$ cat src/hw/rtl/plq_pkg.sv
// Pitch lag quantizer package: widths, register codes, sequencer states,
// lag table and walk lengths. Used by plq_core and pitch_lag_quantizer_top.
package plq_pkg;

  localparam int LAG_W      = 10;
  localparam int WINDOW_LEN = 8;
  localparam int TABLE_LEN  = 64;
  localparam int WCNT_W     = $clog2(WINDOW_LEN);
  localparam int SUM_W      = LAG_W + $clog2(WINDOW_LEN);
  localparam int TIDX_W     = $clog2(TABLE_LEN);
  localparam int CHOICE_W   = 7;
  localparam int SCORE_W    = 12;
  localparam int CFG_IDX_W  = 2;

  localparam logic [CHOICE_W-1:0] NO_CHOICE  = '1;
  localparam logic [SCORE_W-1:0]  SCORE_INIT = SCORE_W'(1024);

  localparam logic [TIDX_W:0] WALK_S0 = (TIDX_W+1)'(TABLE_LEN / 2);
  localparam logic [TIDX_W:0] WALK_S1 = (TIDX_W+1)'(TABLE_LEN / 3);
  localparam logic [TIDX_W:0] WALK_S2 = (TIDX_W+1)'(TABLE_LEN / 4);
  localparam logic [TIDX_W:0] WALK_S3 = (TIDX_W+1)'(TABLE_LEN / 5);

  localparam logic [CFG_IDX_W-1:0] CFG_SNAP_STRENGTH = 2'd0;
  localparam logic [CFG_IDX_W-1:0] CFG_STAY_CREDIT   = 2'd1;
  localparam logic [CFG_IDX_W-1:0] CFG_UPWARD_BIAS   = 2'd2;

  typedef enum logic [2:0] {
    S_IDLE,
    S_SUM,
    S_KEY,
    S_SNAP,
    S_DONE
  } plq_state_t;

  typedef struct packed {
    logic [1:0] snap_strength;
    logic [3:0] stay_credit;
    logic [3:0] upward_bias;
  } plq_cfg_t;

  typedef struct packed {
    logic busy;
    logic done;
  } plq_stat_t;

  typedef struct packed {
    logic [LAG_W-1:0] central_lag;
    logic [LAG_W-1:0] snapped_lag;
    logic             voiced;
  } plq_res_t;

  function automatic logic [TIDX_W:0] walk_count(input logic [1:0] strength);
    logic [TIDX_W:0] n;
    case (strength)
      2'd0:    n = WALK_S0;
      2'd1:    n = WALK_S1;
      2'd2:    n = WALK_S2;
      default: n = WALK_S3;
    endcase
    return n;
  endfunction

  function automatic logic [LAG_W-1:0] snap_lut(input logic [TIDX_W-1:0] idx);
    logic [LAG_W-1:0] v;
    case (idx)
      6'd0:  v = 10'd14;   6'd1:  v = 10'd15;   6'd2:  v = 10'd16;   6'd3:  v = 10'd17;
      6'd4:  v = 10'd18;   6'd5:  v = 10'd19;   6'd6:  v = 10'd20;   6'd7:  v = 10'd22;
      6'd8:  v = 10'd23;   6'd9:  v = 10'd24;   6'd10: v = 10'd26;   6'd11: v = 10'd27;
      6'd12: v = 10'd29;   6'd13: v = 10'd31;   6'd14: v = 10'd32;   6'd15: v = 10'd34;
      6'd16: v = 10'd36;   6'd17: v = 10'd39;   6'd18: v = 10'd41;   6'd19: v = 10'd43;
      6'd20: v = 10'd46;   6'd21: v = 10'd49;   6'd22: v = 10'd51;   6'd23: v = 10'd54;
      6'd24: v = 10'd58;   6'd25: v = 10'd61;   6'd26: v = 10'd65;   6'd27: v = 10'd69;
      6'd28: v = 10'd73;   6'd29: v = 10'd77;   6'd30: v = 10'd82;   6'd31: v = 10'd86;
      6'd32: v = 10'd92;   6'd33: v = 10'd97;   6'd34: v = 10'd103;  6'd35: v = 10'd109;
      6'd36: v = 10'd115;  6'd37: v = 10'd122;  6'd38: v = 10'd130;  6'd39: v = 10'd137;
      6'd40: v = 10'd145;  6'd41: v = 10'd154;  6'd42: v = 10'd163;  6'd43: v = 10'd173;
      6'd44: v = 10'd183;  6'd45: v = 10'd194;  6'd46: v = 10'd206;  6'd47: v = 10'd218;
      6'd48: v = 10'd231;  6'd49: v = 10'd245;  6'd50: v = 10'd259;  6'd51: v = 10'd275;
      6'd52: v = 10'd291;  6'd53: v = 10'd308;  6'd54: v = 10'd327;  6'd55: v = 10'd346;
      6'd56: v = 10'd367;  6'd57: v = 10'd388;  6'd58: v = 10'd411;  6'd59: v = 10'd436;
      6'd60: v = 10'd462;  6'd61: v = 10'd489;  6'd62: v = 10'd518;  default: v = 10'd549;
    endcase
    return v;
  endfunction

endpackage

$ cat src/hw/rtl/plq_core.sv
// Pitch lag quantizer core: lag window, central lag search and table walk
// on separate adder/compare paths under a small sequencer. Uses plq_pkg.
module plq_core import plq_pkg::*; (
  input  logic             clk,
  input  logic             rst,
  input  logic             start,
  input  logic [LAG_W-1:0] raw_lag,
  input  plq_cfg_t         cfg,
  input  logic             ack,
  output plq_stat_t        stat,
  output plq_res_t         res
);

  plq_state_t state, state_next;

  logic [LAG_W-1:0]    win [WINDOW_LEN];
  logic [WCNT_W-1:0]   wcnt;
  logic [SUM_W-1:0]    sum;
  logic [SUM_W-1:0]    best_key;
  logic [LAG_W-1:0]    central;
  logic [TIDX_W:0]     tcnt;
  logic [CHOICE_W-1:0] tidx;
  logic [SCORE_W-1:0]  best_score;
  logic [TIDX_W-1:0]   pick_idx;
  logic [CHOICE_W-1:0] last_choice;

  // central search
  logic [SUM_W-1:0]        scaled;
  logic signed [SUM_W:0]   key_diff;
  logic [SUM_W-1:0]        key_abs;
  logic                    key_take;
  logic [LAG_W-1:0]        cand;
  logic                    win_last;

  assign scaled   = SUM_W'(win[0] * WINDOW_LEN);
  assign key_diff = $signed({1'b0, sum}) - $signed({1'b0, scaled});
  assign key_abs  = key_diff[SUM_W] ? SUM_W'(-key_diff) : key_diff[SUM_W-1:0];
  assign key_take = (wcnt == '0) || (key_abs < best_key);
  assign cand     = key_take ? win[0] : central;
  assign win_last = (wcnt == WCNT_W'(WINDOW_LEN - 1));

  // table walk
  logic [LAG_W-1:0]          tab;
  logic signed [SCORE_W-1:0] err;
  logic signed [SCORE_W-1:0] score;
  logic [SCORE_W-1:0]        abs_err;
  logic [2:0]                stride;
  logic                      snap_take;
  logic                      snap_last;

  assign tab     = snap_lut(tidx[TIDX_W-1:0]);
  assign err     = $signed({2'b0, central}) - $signed({2'b0, tab});
  assign abs_err = err[SCORE_W-1] ? SCORE_W'(-err) : SCORE_W'(err);
  assign score   = $signed(abs_err)
                 - $signed((last_choice == tidx) ? {8'd0, cfg.stay_credit} : 12'd0)
                 - $signed((err > 0) ? {8'd0, cfg.upward_bias} : 12'd0);
  assign snap_take = score < $signed(best_score);
  assign stride    = {1'b0, cfg.snap_strength} + 3'd2;
  assign snap_last = (tcnt == walk_count(cfg.snap_strength) - 1'b1);

  always_comb begin
    state_next = state;
    unique case (state)
      S_IDLE: if (start) state_next = S_SUM;
      S_SUM:  if (win_last) state_next = S_KEY;
      S_KEY:  if (win_last) state_next = (cand != '0) ? S_SNAP : S_DONE;
      S_SNAP: if (snap_last) state_next = S_DONE;
      S_DONE: if (ack) state_next = S_IDLE;
      default: state_next = S_IDLE;
    endcase
  end

  always_comb begin
    stat.busy       = (state != S_IDLE);
    stat.done       = (state == S_DONE);
    res.central_lag = central;
    res.voiced      = (central != '0);
    res.snapped_lag = res.voiced ? snap_lut(pick_idx) : '0;
  end

  always_ff @(posedge clk) begin
    if (rst) begin
      state       <= S_IDLE;
      last_choice <= NO_CHOICE;
      for (int i = 0; i < WINDOW_LEN; i++) win[i] <= '0;
    end else begin
      state <= state_next;
      unique case (state)
        S_IDLE: begin
          if (start) begin
            win[WINDOW_LEN-1] <= raw_lag;
            wcnt       <= '0;
            sum        <= '0;
            tcnt       <= '0;
            tidx       <= '0;
            best_score <= SCORE_INIT;
            pick_idx   <= '0;
          end
        end
        S_SUM, S_KEY: begin
          // rotate so each entry passes slot 0 once
          for (int i = 0; i < WINDOW_LEN - 1; i++) win[i] <= win[i+1];
          win[WINDOW_LEN-1] <= win[0];
          wcnt <= win_last ? '0 : wcnt + 1'b1;
          if (state == S_SUM) begin
            sum <= sum + SUM_W'(win[0]);
          end else begin
            if (key_take) begin
              best_key <= key_abs;
              central  <= win[0];
            end
            if (win_last && cand == '0) last_choice <= NO_CHOICE;
          end
        end
        S_SNAP: begin
          if (snap_take) begin
            best_score <= score;
            pick_idx   <= tidx[TIDX_W-1:0];
          end
          tcnt <= tcnt + 1'b1;
          tidx <= tidx + CHOICE_W'(stride);
          if (snap_last) last_choice <= snap_take ? tidx : {1'b0, pick_idx};
        end
        S_DONE: begin
          if (ack) begin
            for (int i = 0; i < WINDOW_LEN - 1; i++) win[i] <= win[i+1];
          end
        end
        default: ;
      endcase
    end
  end

endmodule

$ cat src/hw/rtl/pitch_lag_quantizer_top.sv
// Pitch lag quantizer top level: config registers, handshakes, output word
// register and checks. Uses plq_pkg and plq_core.
//
// One raw lag word in, one result word out. Each word goes through a window
// sum, then a nearest-to-mean search, then, when the central lag is nonzero,
// a walk over every (2+snap_strength)-th table entry. in_ready is low while
// a word is in work; a finished result waits in the output register, and the
// core holds its next result until that register frees. Config writes are
// always taken.
module pitch_lag_quantizer_top import plq_pkg::*; (
  input  logic                 clk,
  input  logic                 rst,
  input  logic                 in_valid,
  output logic                 in_ready,
  input  logic [LAG_W-1:0]     raw_lag,
  output logic                 out_valid,
  input  logic                 out_ready,
  output logic [LAG_W-1:0]     central_lag,
  output logic [LAG_W-1:0]     snapped_lag,
  output logic                 voiced,
  input  logic                 cfg_valid,
  output logic                 cfg_ready,
  input  logic [CFG_IDX_W-1:0] cfg_index,
  input  logic [7:0]           cfg_data
);

  plq_cfg_t  cfg;
  plq_stat_t stat;
  plq_res_t  res;
  logic      start;
  logic      load;

  assign cfg_ready = 1'b1;
  assign in_ready  = !stat.busy;
  assign start     = in_valid && in_ready;
  assign load      = stat.done && (!out_valid || out_ready);

  always_ff @(posedge clk) begin
    if (rst) begin
      cfg.snap_strength <= 2'd0;
      cfg.stay_credit   <= 4'd1;
      cfg.upward_bias   <= 4'd0;
    end else if (cfg_valid) begin
      unique case (cfg_index)
        CFG_SNAP_STRENGTH: cfg.snap_strength <= cfg_data[1:0];
        CFG_STAY_CREDIT:   cfg.stay_credit   <= cfg_data[3:0];
        CFG_UPWARD_BIAS:   cfg.upward_bias   <= cfg_data[3:0];
        default: ;
      endcase
    end
  end

  plq_core u_core (
    .clk     (clk),
    .rst     (rst),
    .start   (start),
    .raw_lag (raw_lag),
    .cfg     (cfg),
    .ack     (load),
    .stat    (stat),
    .res     (res)
  );

  always_ff @(posedge clk) begin
    if (rst) begin
      out_valid <= 1'b0;
    end else if (load) begin
      out_valid <= 1'b1;
    end else if (out_ready) begin
      out_valid <= 1'b0;
    end
  end

  always_ff @(posedge clk) begin
    if (load) begin
      central_lag <= res.central_lag;
      snapped_lag <= res.snapped_lag;
      voiced      <= res.voiced;
    end
  end

  a_busy_after_accept: assert property (@(posedge clk) disable iff (rst)
    start |=> !in_ready)
    else $error("core not busy after input word");

  a_done_implies_busy: assert property (@(posedge clk) disable iff (rst)
    stat.done |-> stat.busy && !in_ready)
    else $error("result pending while input open");

  a_voiced_flag: assert property (@(posedge clk) disable iff (rst)
    out_valid |-> (voiced == (central_lag != '0)))
    else $error("voiced flag disagrees with central lag");

  a_snapped_range: assert property (@(posedge clk) disable iff (rst)
    out_valid |-> (voiced ? (snapped_lag >= 10'd14 && snapped_lag <= 10'd549)
                          : (snapped_lag == '0)))
    else $error("snapped lag outside table");

endmodule

$ cat config.mk
export PLATFORM = sky130hd
export DESIGN_NAME = pitch_lag_quantizer_top
export DESIGN_NICKNAME = d
export VERILOG_FILES = /design/src/hw/rtl/plq_pkg.sv /design/src/hw/rtl/plq_core.sv /design/src/hw/rtl/pitch_lag_quantizer_top.sv
export SDC_FILE = /design/constraint.sdc
export NUM_CORES = 1
export LEC_CHECK = 0
export BUFFER_PORTS_ARGS = -buffer_cell sky130_fd_sc_hd__buf_2
export CORE_ASPECT_RATIO = 1.5
export CORE_MARGIN = 3
export CORE_UTILIZATION = 46
export DETAILED_ROUTE_END_ITERATION = 12
export GPL_ROUTABILITY_DRIVEN = 0
export MAX_ROUTING_LAYER = met4
export PLACE_DENSITY_LB_ADDON = 0.15
export SYNTH_ARGS = -nofsm -noshare
export SYNTH_HDL_FRONTEND = slang
export SYNTH_HIERARCHICAL = 1
export SYNTH_SLANG_ARGS = --single-unit
$ cat constraint.sdc
create_clock -name clk -period 6.14 [get_ports clk]
set_input_delay 0.307 -clock clk [delete_from_list [all_inputs] [get_ports clk]]
set_output_delay 0.307 -clock clk [all_outputs]
set_load 0.03 [all_outputs]
* After elaboration in Yosys (flattened, before gate mapping) *
Memories as Yosys holds them, arrays and structs flattened. A register that Yosys moved wholly into a read port is not among the register bits.
Cells that the tools add are included.

word-level totals
  flip-flop bits (word level) = 103
  memory bits (writable) = 80
  ROM bits = 1280
  input bits = 25
  output and inout port bits = 24
  logic and storage cells = 169
  memories = 3

cells by class
  add/subtract/negate cells = 12
  magnitude comparators = 3
  eq/ne operators = 20
  muxes and demuxes = 65
  bitwise gates (word level) = 18
  reductions and logical operators = 32

memories
  name             words  width  read ports  clocked after Yosys merged registers in  wr ports  RTL line        source
  (no name shown)  64     10     1           1                                        0         plq_pkg.sv:65   case (idx)
  (no name shown)  64     10     1           1                                        0         plq_pkg.sv:65
  u_core.win       8      10     8           0                                        8         plq_core.sv:16  logic [LAG_W-1:0] win [WINDOW_LEN];

operators by type and width
  operator                                               number
  two-way mux 10 bit                                     17
  case mux 7 bit (2 select lines)                        3
  two-way mux 13 bit                                     3
  two-way mux 12 bit                                     3
  two-way mux 7 bit                                      5
  case mux 13 bit (2 select lines)                       1
  two-way mux 3 bit                                      8
  case mux 12 bit (2 select lines)                       1
  subtractor 12 bit                                      2
  nonzero test 10 bit                                    2
  two-way mux 6 bit                                      3
  case mux 6 bit (3 select lines)                        1
  OR 1 bit                                               16
  AND reduction 4 bit                                    4
  two-way mux 1 bit                                      15
  case mux 3 bit (5 select lines)                        1
  == test 7 bit                                          2
  inequality test 2 x 1 -> 1 bit, second input constant  7
  subtractor 13 x 13 -> 14 bit                           1
  adder 13 x 10 -> 13 bit                                1
  < comparator 13 bit                                    1
  negator 13 bit                                         1
  < comparator 12 bit                                    1
  negator 11 -> 12 bit                                   1
  29 further kinds                                       50

* Depth between registers and ports, before layout *
An unclocked memory read counts as a cell.

  depth after elaboration = 12
  gate-level depth with buffers = 35
  depth with buffers taken out = 34

* Hierarchy *
The synthesis kept the hierarchy.

modules (own cells, without submodules)
  module                   times used  cells an instance  area each (um2)  seq. area each (um2)
  plq_core                 1           1245               12177.9          5134.9
  pitch_lag_quantizer_top  1           70                 1114.8           850.8

* Least setup slack after synthesis *
Ideal clock, no wire load.

  path type = reg2reg
  start point = reg u_core.central[0] (read register of u_core.win)
  end point = reg with a tool-made name
  setup time = 0.058 ns
  arrival = 6.522 ns
  required time = 6.082 ns
  setup slack = -0.440 ns
  cell stages (with the launch flop) = 34
  path buffers = 1
  clock period less this slack = 6.580 ns
  cell sequence = edfxtp_1 > inv_1 > ha_1 > inv_1 > fa_1 > a211oi_2 > o21ai_0 > nand3_2 > a211oi_2 > and2_4 > a31oi_1 > nand2_1 > fa_1 > ha_1 > nor2b_1 > o21ai_0 > nand2b_1 > a21oi_1 > a21oi_1 > nor3_1 > xnor2_1 > ha_1 > a211oi_1 > o21ai_0 > a22o_1 > nor2_1 > a31o_2 > buf_2 > inv_1 > ha_1 > nand2_1 > a21oi_1 > a2111oi_0 > a211o_1

RTL lines
  what                RTL line        source
  start: declaration  plq_core.sv:20  logic [LAG_W-1:0] central;

==> out/summary.md <==
- total of buffers placed on input and output ports: 43
- setup-violating endpoint count in the final report: 7
- total global-route track usage: 0.209
- LEAKAGE: 6.50 nW
- launch point of the worst hold path: out_ready
- number of global-route vias before repair: 10,262
- post-route antenna net violation count: 0
- area of the die: 31,000 um2
- sw frac: 0.414
- portion of the post-synthesis area used by sequential elements: 0.450
- violations in the final reports: negative setup slack
- CP Class: reg2reg
- part of the power in the clock network: 0.146
- net switching power of the design: 4.07 mW
- Initial Utilization: 0.471
- initial antenna violation count: 0
- Comb power frac: 0.610
- power density over the cells: 604 nW/um2
- Period minus WS final: 6.28 ns
- hpwl dp: 23,100 um
- Most used DFF post-synth: sky130_fd_sc_hd__edfxtp_1
- library cell contributing the largest single delay on the critical path: sky130_fd_sc_hd__fa_1
- post-detailed-route DRC marker count: 0
- post-synthesis instance area: 13,300 um2
- crit-path max FO: 6
- non-filler cells in the finished layout: 1,870
- number of max-slew violations in the final report: 0
- Max Clock Skew: 0.0173 ns
- hold path depth: 3
- total area of sequential cells: 5990 um2
- result of the run: finished, violations left
- unrepaired setup endpoints after global routing: true
- most common cell in the synthesized netlist: sky130_fd_sc_hd__edfxtp_1
- maximum number of pins on one net before global-route repair: 61
- horizontal die dimension: 145 um
- multi-input logic area: 7290 um2
- clock tree from TritonCTS: done
- Post-Route Utilization: 0.577
- Clock transition at path regs: 0.07 ns
- final setup slack of the worst path: -0.135 ns
- worst hold path type: in2reg
- synthesized netlist cell count: 1,315
- number of sinks on the clock net: 213
- post-synthesis cell type with the largest combined area: sky130_fd_sc_hd__edfxtp_1
- number of detailed-routing iterations run before antenna repair: 5
- post-route total power: 9.84 mW
- detailed-route wire length: 31,400 um
- share of the synthesized area in the top cell type: 0.389
- hold worst-path end: out_valid
- layout cell share with drive strength beyond 1: 0.235
- highest achievable clock rate: 0.159 GHz
- share of flip-flops with an asynchronous set or reset after synthesis: 0
- Post-CTS Hold Fix Bufs: 0
- Num CTS Buffers: 22
- post-DR wirelength/cell: 16.8 um
- number of enable flip-flop cells after synthesis: 172
- height of the chip: 214 um
- core area: 28,200 um2
- maximum buffer depth of the clock tree: 3
- sort of element at the end of the critical path: flop
- startpoint kind of the worst setup timing path: flop
- maximum single-stage delay on the critical path: 0.45 ns
- Max Cap Viol: 0
- clock latency on the worst-skew pair: 0.52 ns
- most area-consuming cells after synthesis: sky130_fd_sc_hd__edfxtp_1, sky130_fd_sc_hd__ha_1, sky130_fd_sc_hd__dfxtp_1
- global-route wire length before repair: 51,300 um
- overflow left after global routing: 0
- Worst Tran Pin Value: 1.09 ns
- flop2flop setup slack: -0.14 ns
- relative slew slack: 0.276
- final layout net count: 1,601
- pre-CTS setup slack: -0.290 ns
- DR iter-0 viols: 480
- Filler Cells Inserted: 2,430
- Final Hold Vio Count: 0
- worst flop-to-flop path startpoint: u_core/central[0]
- ant diodes: 0
- total number of placement rows: 75
- Clock Root Buffer: sky130_fd_sc_hd__clkbuf_16
- number of flip-flops and latches in the synthesized netlist: 213
- Cell variety after synth: 89
- synthesis warning total: 6
- I/O pin count: 49
- Synth-to-Final Area Change: 22.5%
- required time at the worst-slack endpoint: 6.59 ns
- total cell area at the placement stage: 14,800 um2
- Final Instance Area: 16,300 um2
- placed cells: 1,805
- depth of the worst register-to-register path: 29
- mean number of vias per cell: 5.39
- Final period util: 1.02
- syn_area_per_cell: 10.1 um2
- Worst VDD drop: 0.318 mV
- number of vias after detailed routing: 10,083
- part of the total power dissipated in sequential elements: 0.244
- H-tree depth reported by CTS: 1
- worst endpoint data arrival time: 6.72 ns
- number of nets in the synthesized netlist: 1,447
- design internal power: 5.77 mW
- leading cell types by count after synthesis: sky130_fd_sc_hd__edfxtp_1, sky130_fd_sc_hd__nand2_1, sky130_fd_sc_hd__ha_1, sky130_fd_sc_hd__and2_1, sky130_fd_sc_hd__inv_1
[state kept, by name (all words and copies together), names as in the netlist, 6 cells and up, named ones only]
register and count:
u_core/pick_idx 6, snapped_lag 10, cfg 10, u_core/sum 13
central_lag 10, u_core/best_score 12, u_core/tab 10, u_core/central 10
u_core/best_key 13, u_core/tcnt 7, u_core/last_choice 7, u_core/win 80
u_core/tidx 7
[routing by layer]
metal	global-route usage	up-vias	routed length [um]
met5	-	-	0
met4	0.0890	0	1420
met3	0.0254	66	994
met2	0.367	177	16500
met1	0.236	4803	12500
li1	-	5037	-
[power by group through the flow]
stage	Sequential [mW]	Combinational, mW	Clock (mW)
after floorplan	2.34	3.82	0
after global placement	2.43	5.31	0
after detailed placement	2.43	5.39	0
after CTS	2.41	5.72	1.48
after global routing	2.45	6.71	1.53
final	2.40	6.00	1.44
[kinds of logic after synthesis]
logic type	share of synthesized area
and+or+nand+nor	0.185
buffers and inverters	0.0449
muxes	0.0279
other	0.000282
xor gates and xnor gates	0.0420
DFF	0.450
AOI/OAI and AO/OA	0.144
adders and majority gates	0.106
[metrics by stage]
| step | hold WS, ns | setup TNS, ns |
|---|---|---|
| detailed placement | 0.469 | -2.09 |
| finish | 0.0769 | -0.772 |
| floorplan | 0.444 | 0 |
| CTS | 0.0566 | -0.825 |
| global placement | 0.464 | -1.56 |
| global route | 0.0818 | -6.74 |
[timing repair]
item	4_1_cts	5_1_grt
setup endpoints to repair	10	33
gates resized for setup	64	57
buffers inserted	12	12
gates cloned	0	1
pin swaps	46	30
[placed cells by master, fill, tap and decap left out, types with 44 or more instances in the layout]
cell type,instances
sky130_fd_sc_hd__edfxtp_1,172
sky130_fd_sc_hd__buf_4,129
sky130_fd_sc_hd__nand2_1,107
sky130_fd_sc_hd__and2_1,92
sky130_fd_sc_hd__inv_1,83
sky130_fd_sc_hd__ha_1,83
sky130_fd_sc_hd__nor2_1,75
sky130_fd_sc_hd__a21oi_1,70
sky130_fd_sc_hd__buf_2,44
sky130_fd_sc_hd__o21ai_0,44
[worst max path at each step]
stage	cells past startpoint	end	slack, ns	start
floorplan	30	flop	0.001	u_core/central[1]
global placement	33	flop	-0.21	u_core/central[0]
detailed placement	32	flop	-0.29	u_core/central[0]
CTS	35	flop	-0.15	u_core/central[0]
global route	30	flop	-0.56	u_core/central[0]
finish	29	flop	-0.14	u_core/central[0]
[critical path, delay by kind of cell, from the launching register on]
family          cells  cell delay, ns
mux                 1            0.10
simple gates        8            1.56
flops               1            0.38
compound gates     10            2.03
buf+inv             4            0.41
fa+ha+maj           5            1.55
xor+xnor            1            0.16
[layout make-up]
class                      instances  share of cell area
multi-input combinational        953               0.447
clock buffer                      27              0.0363
inverter                          89              0.0213
timing repair buffer             190              0.0865
sequential                       213               0.368
clock inverter                    13              0.0115
tap                              385              0.0296
Power figures use the tool's default switching activity.
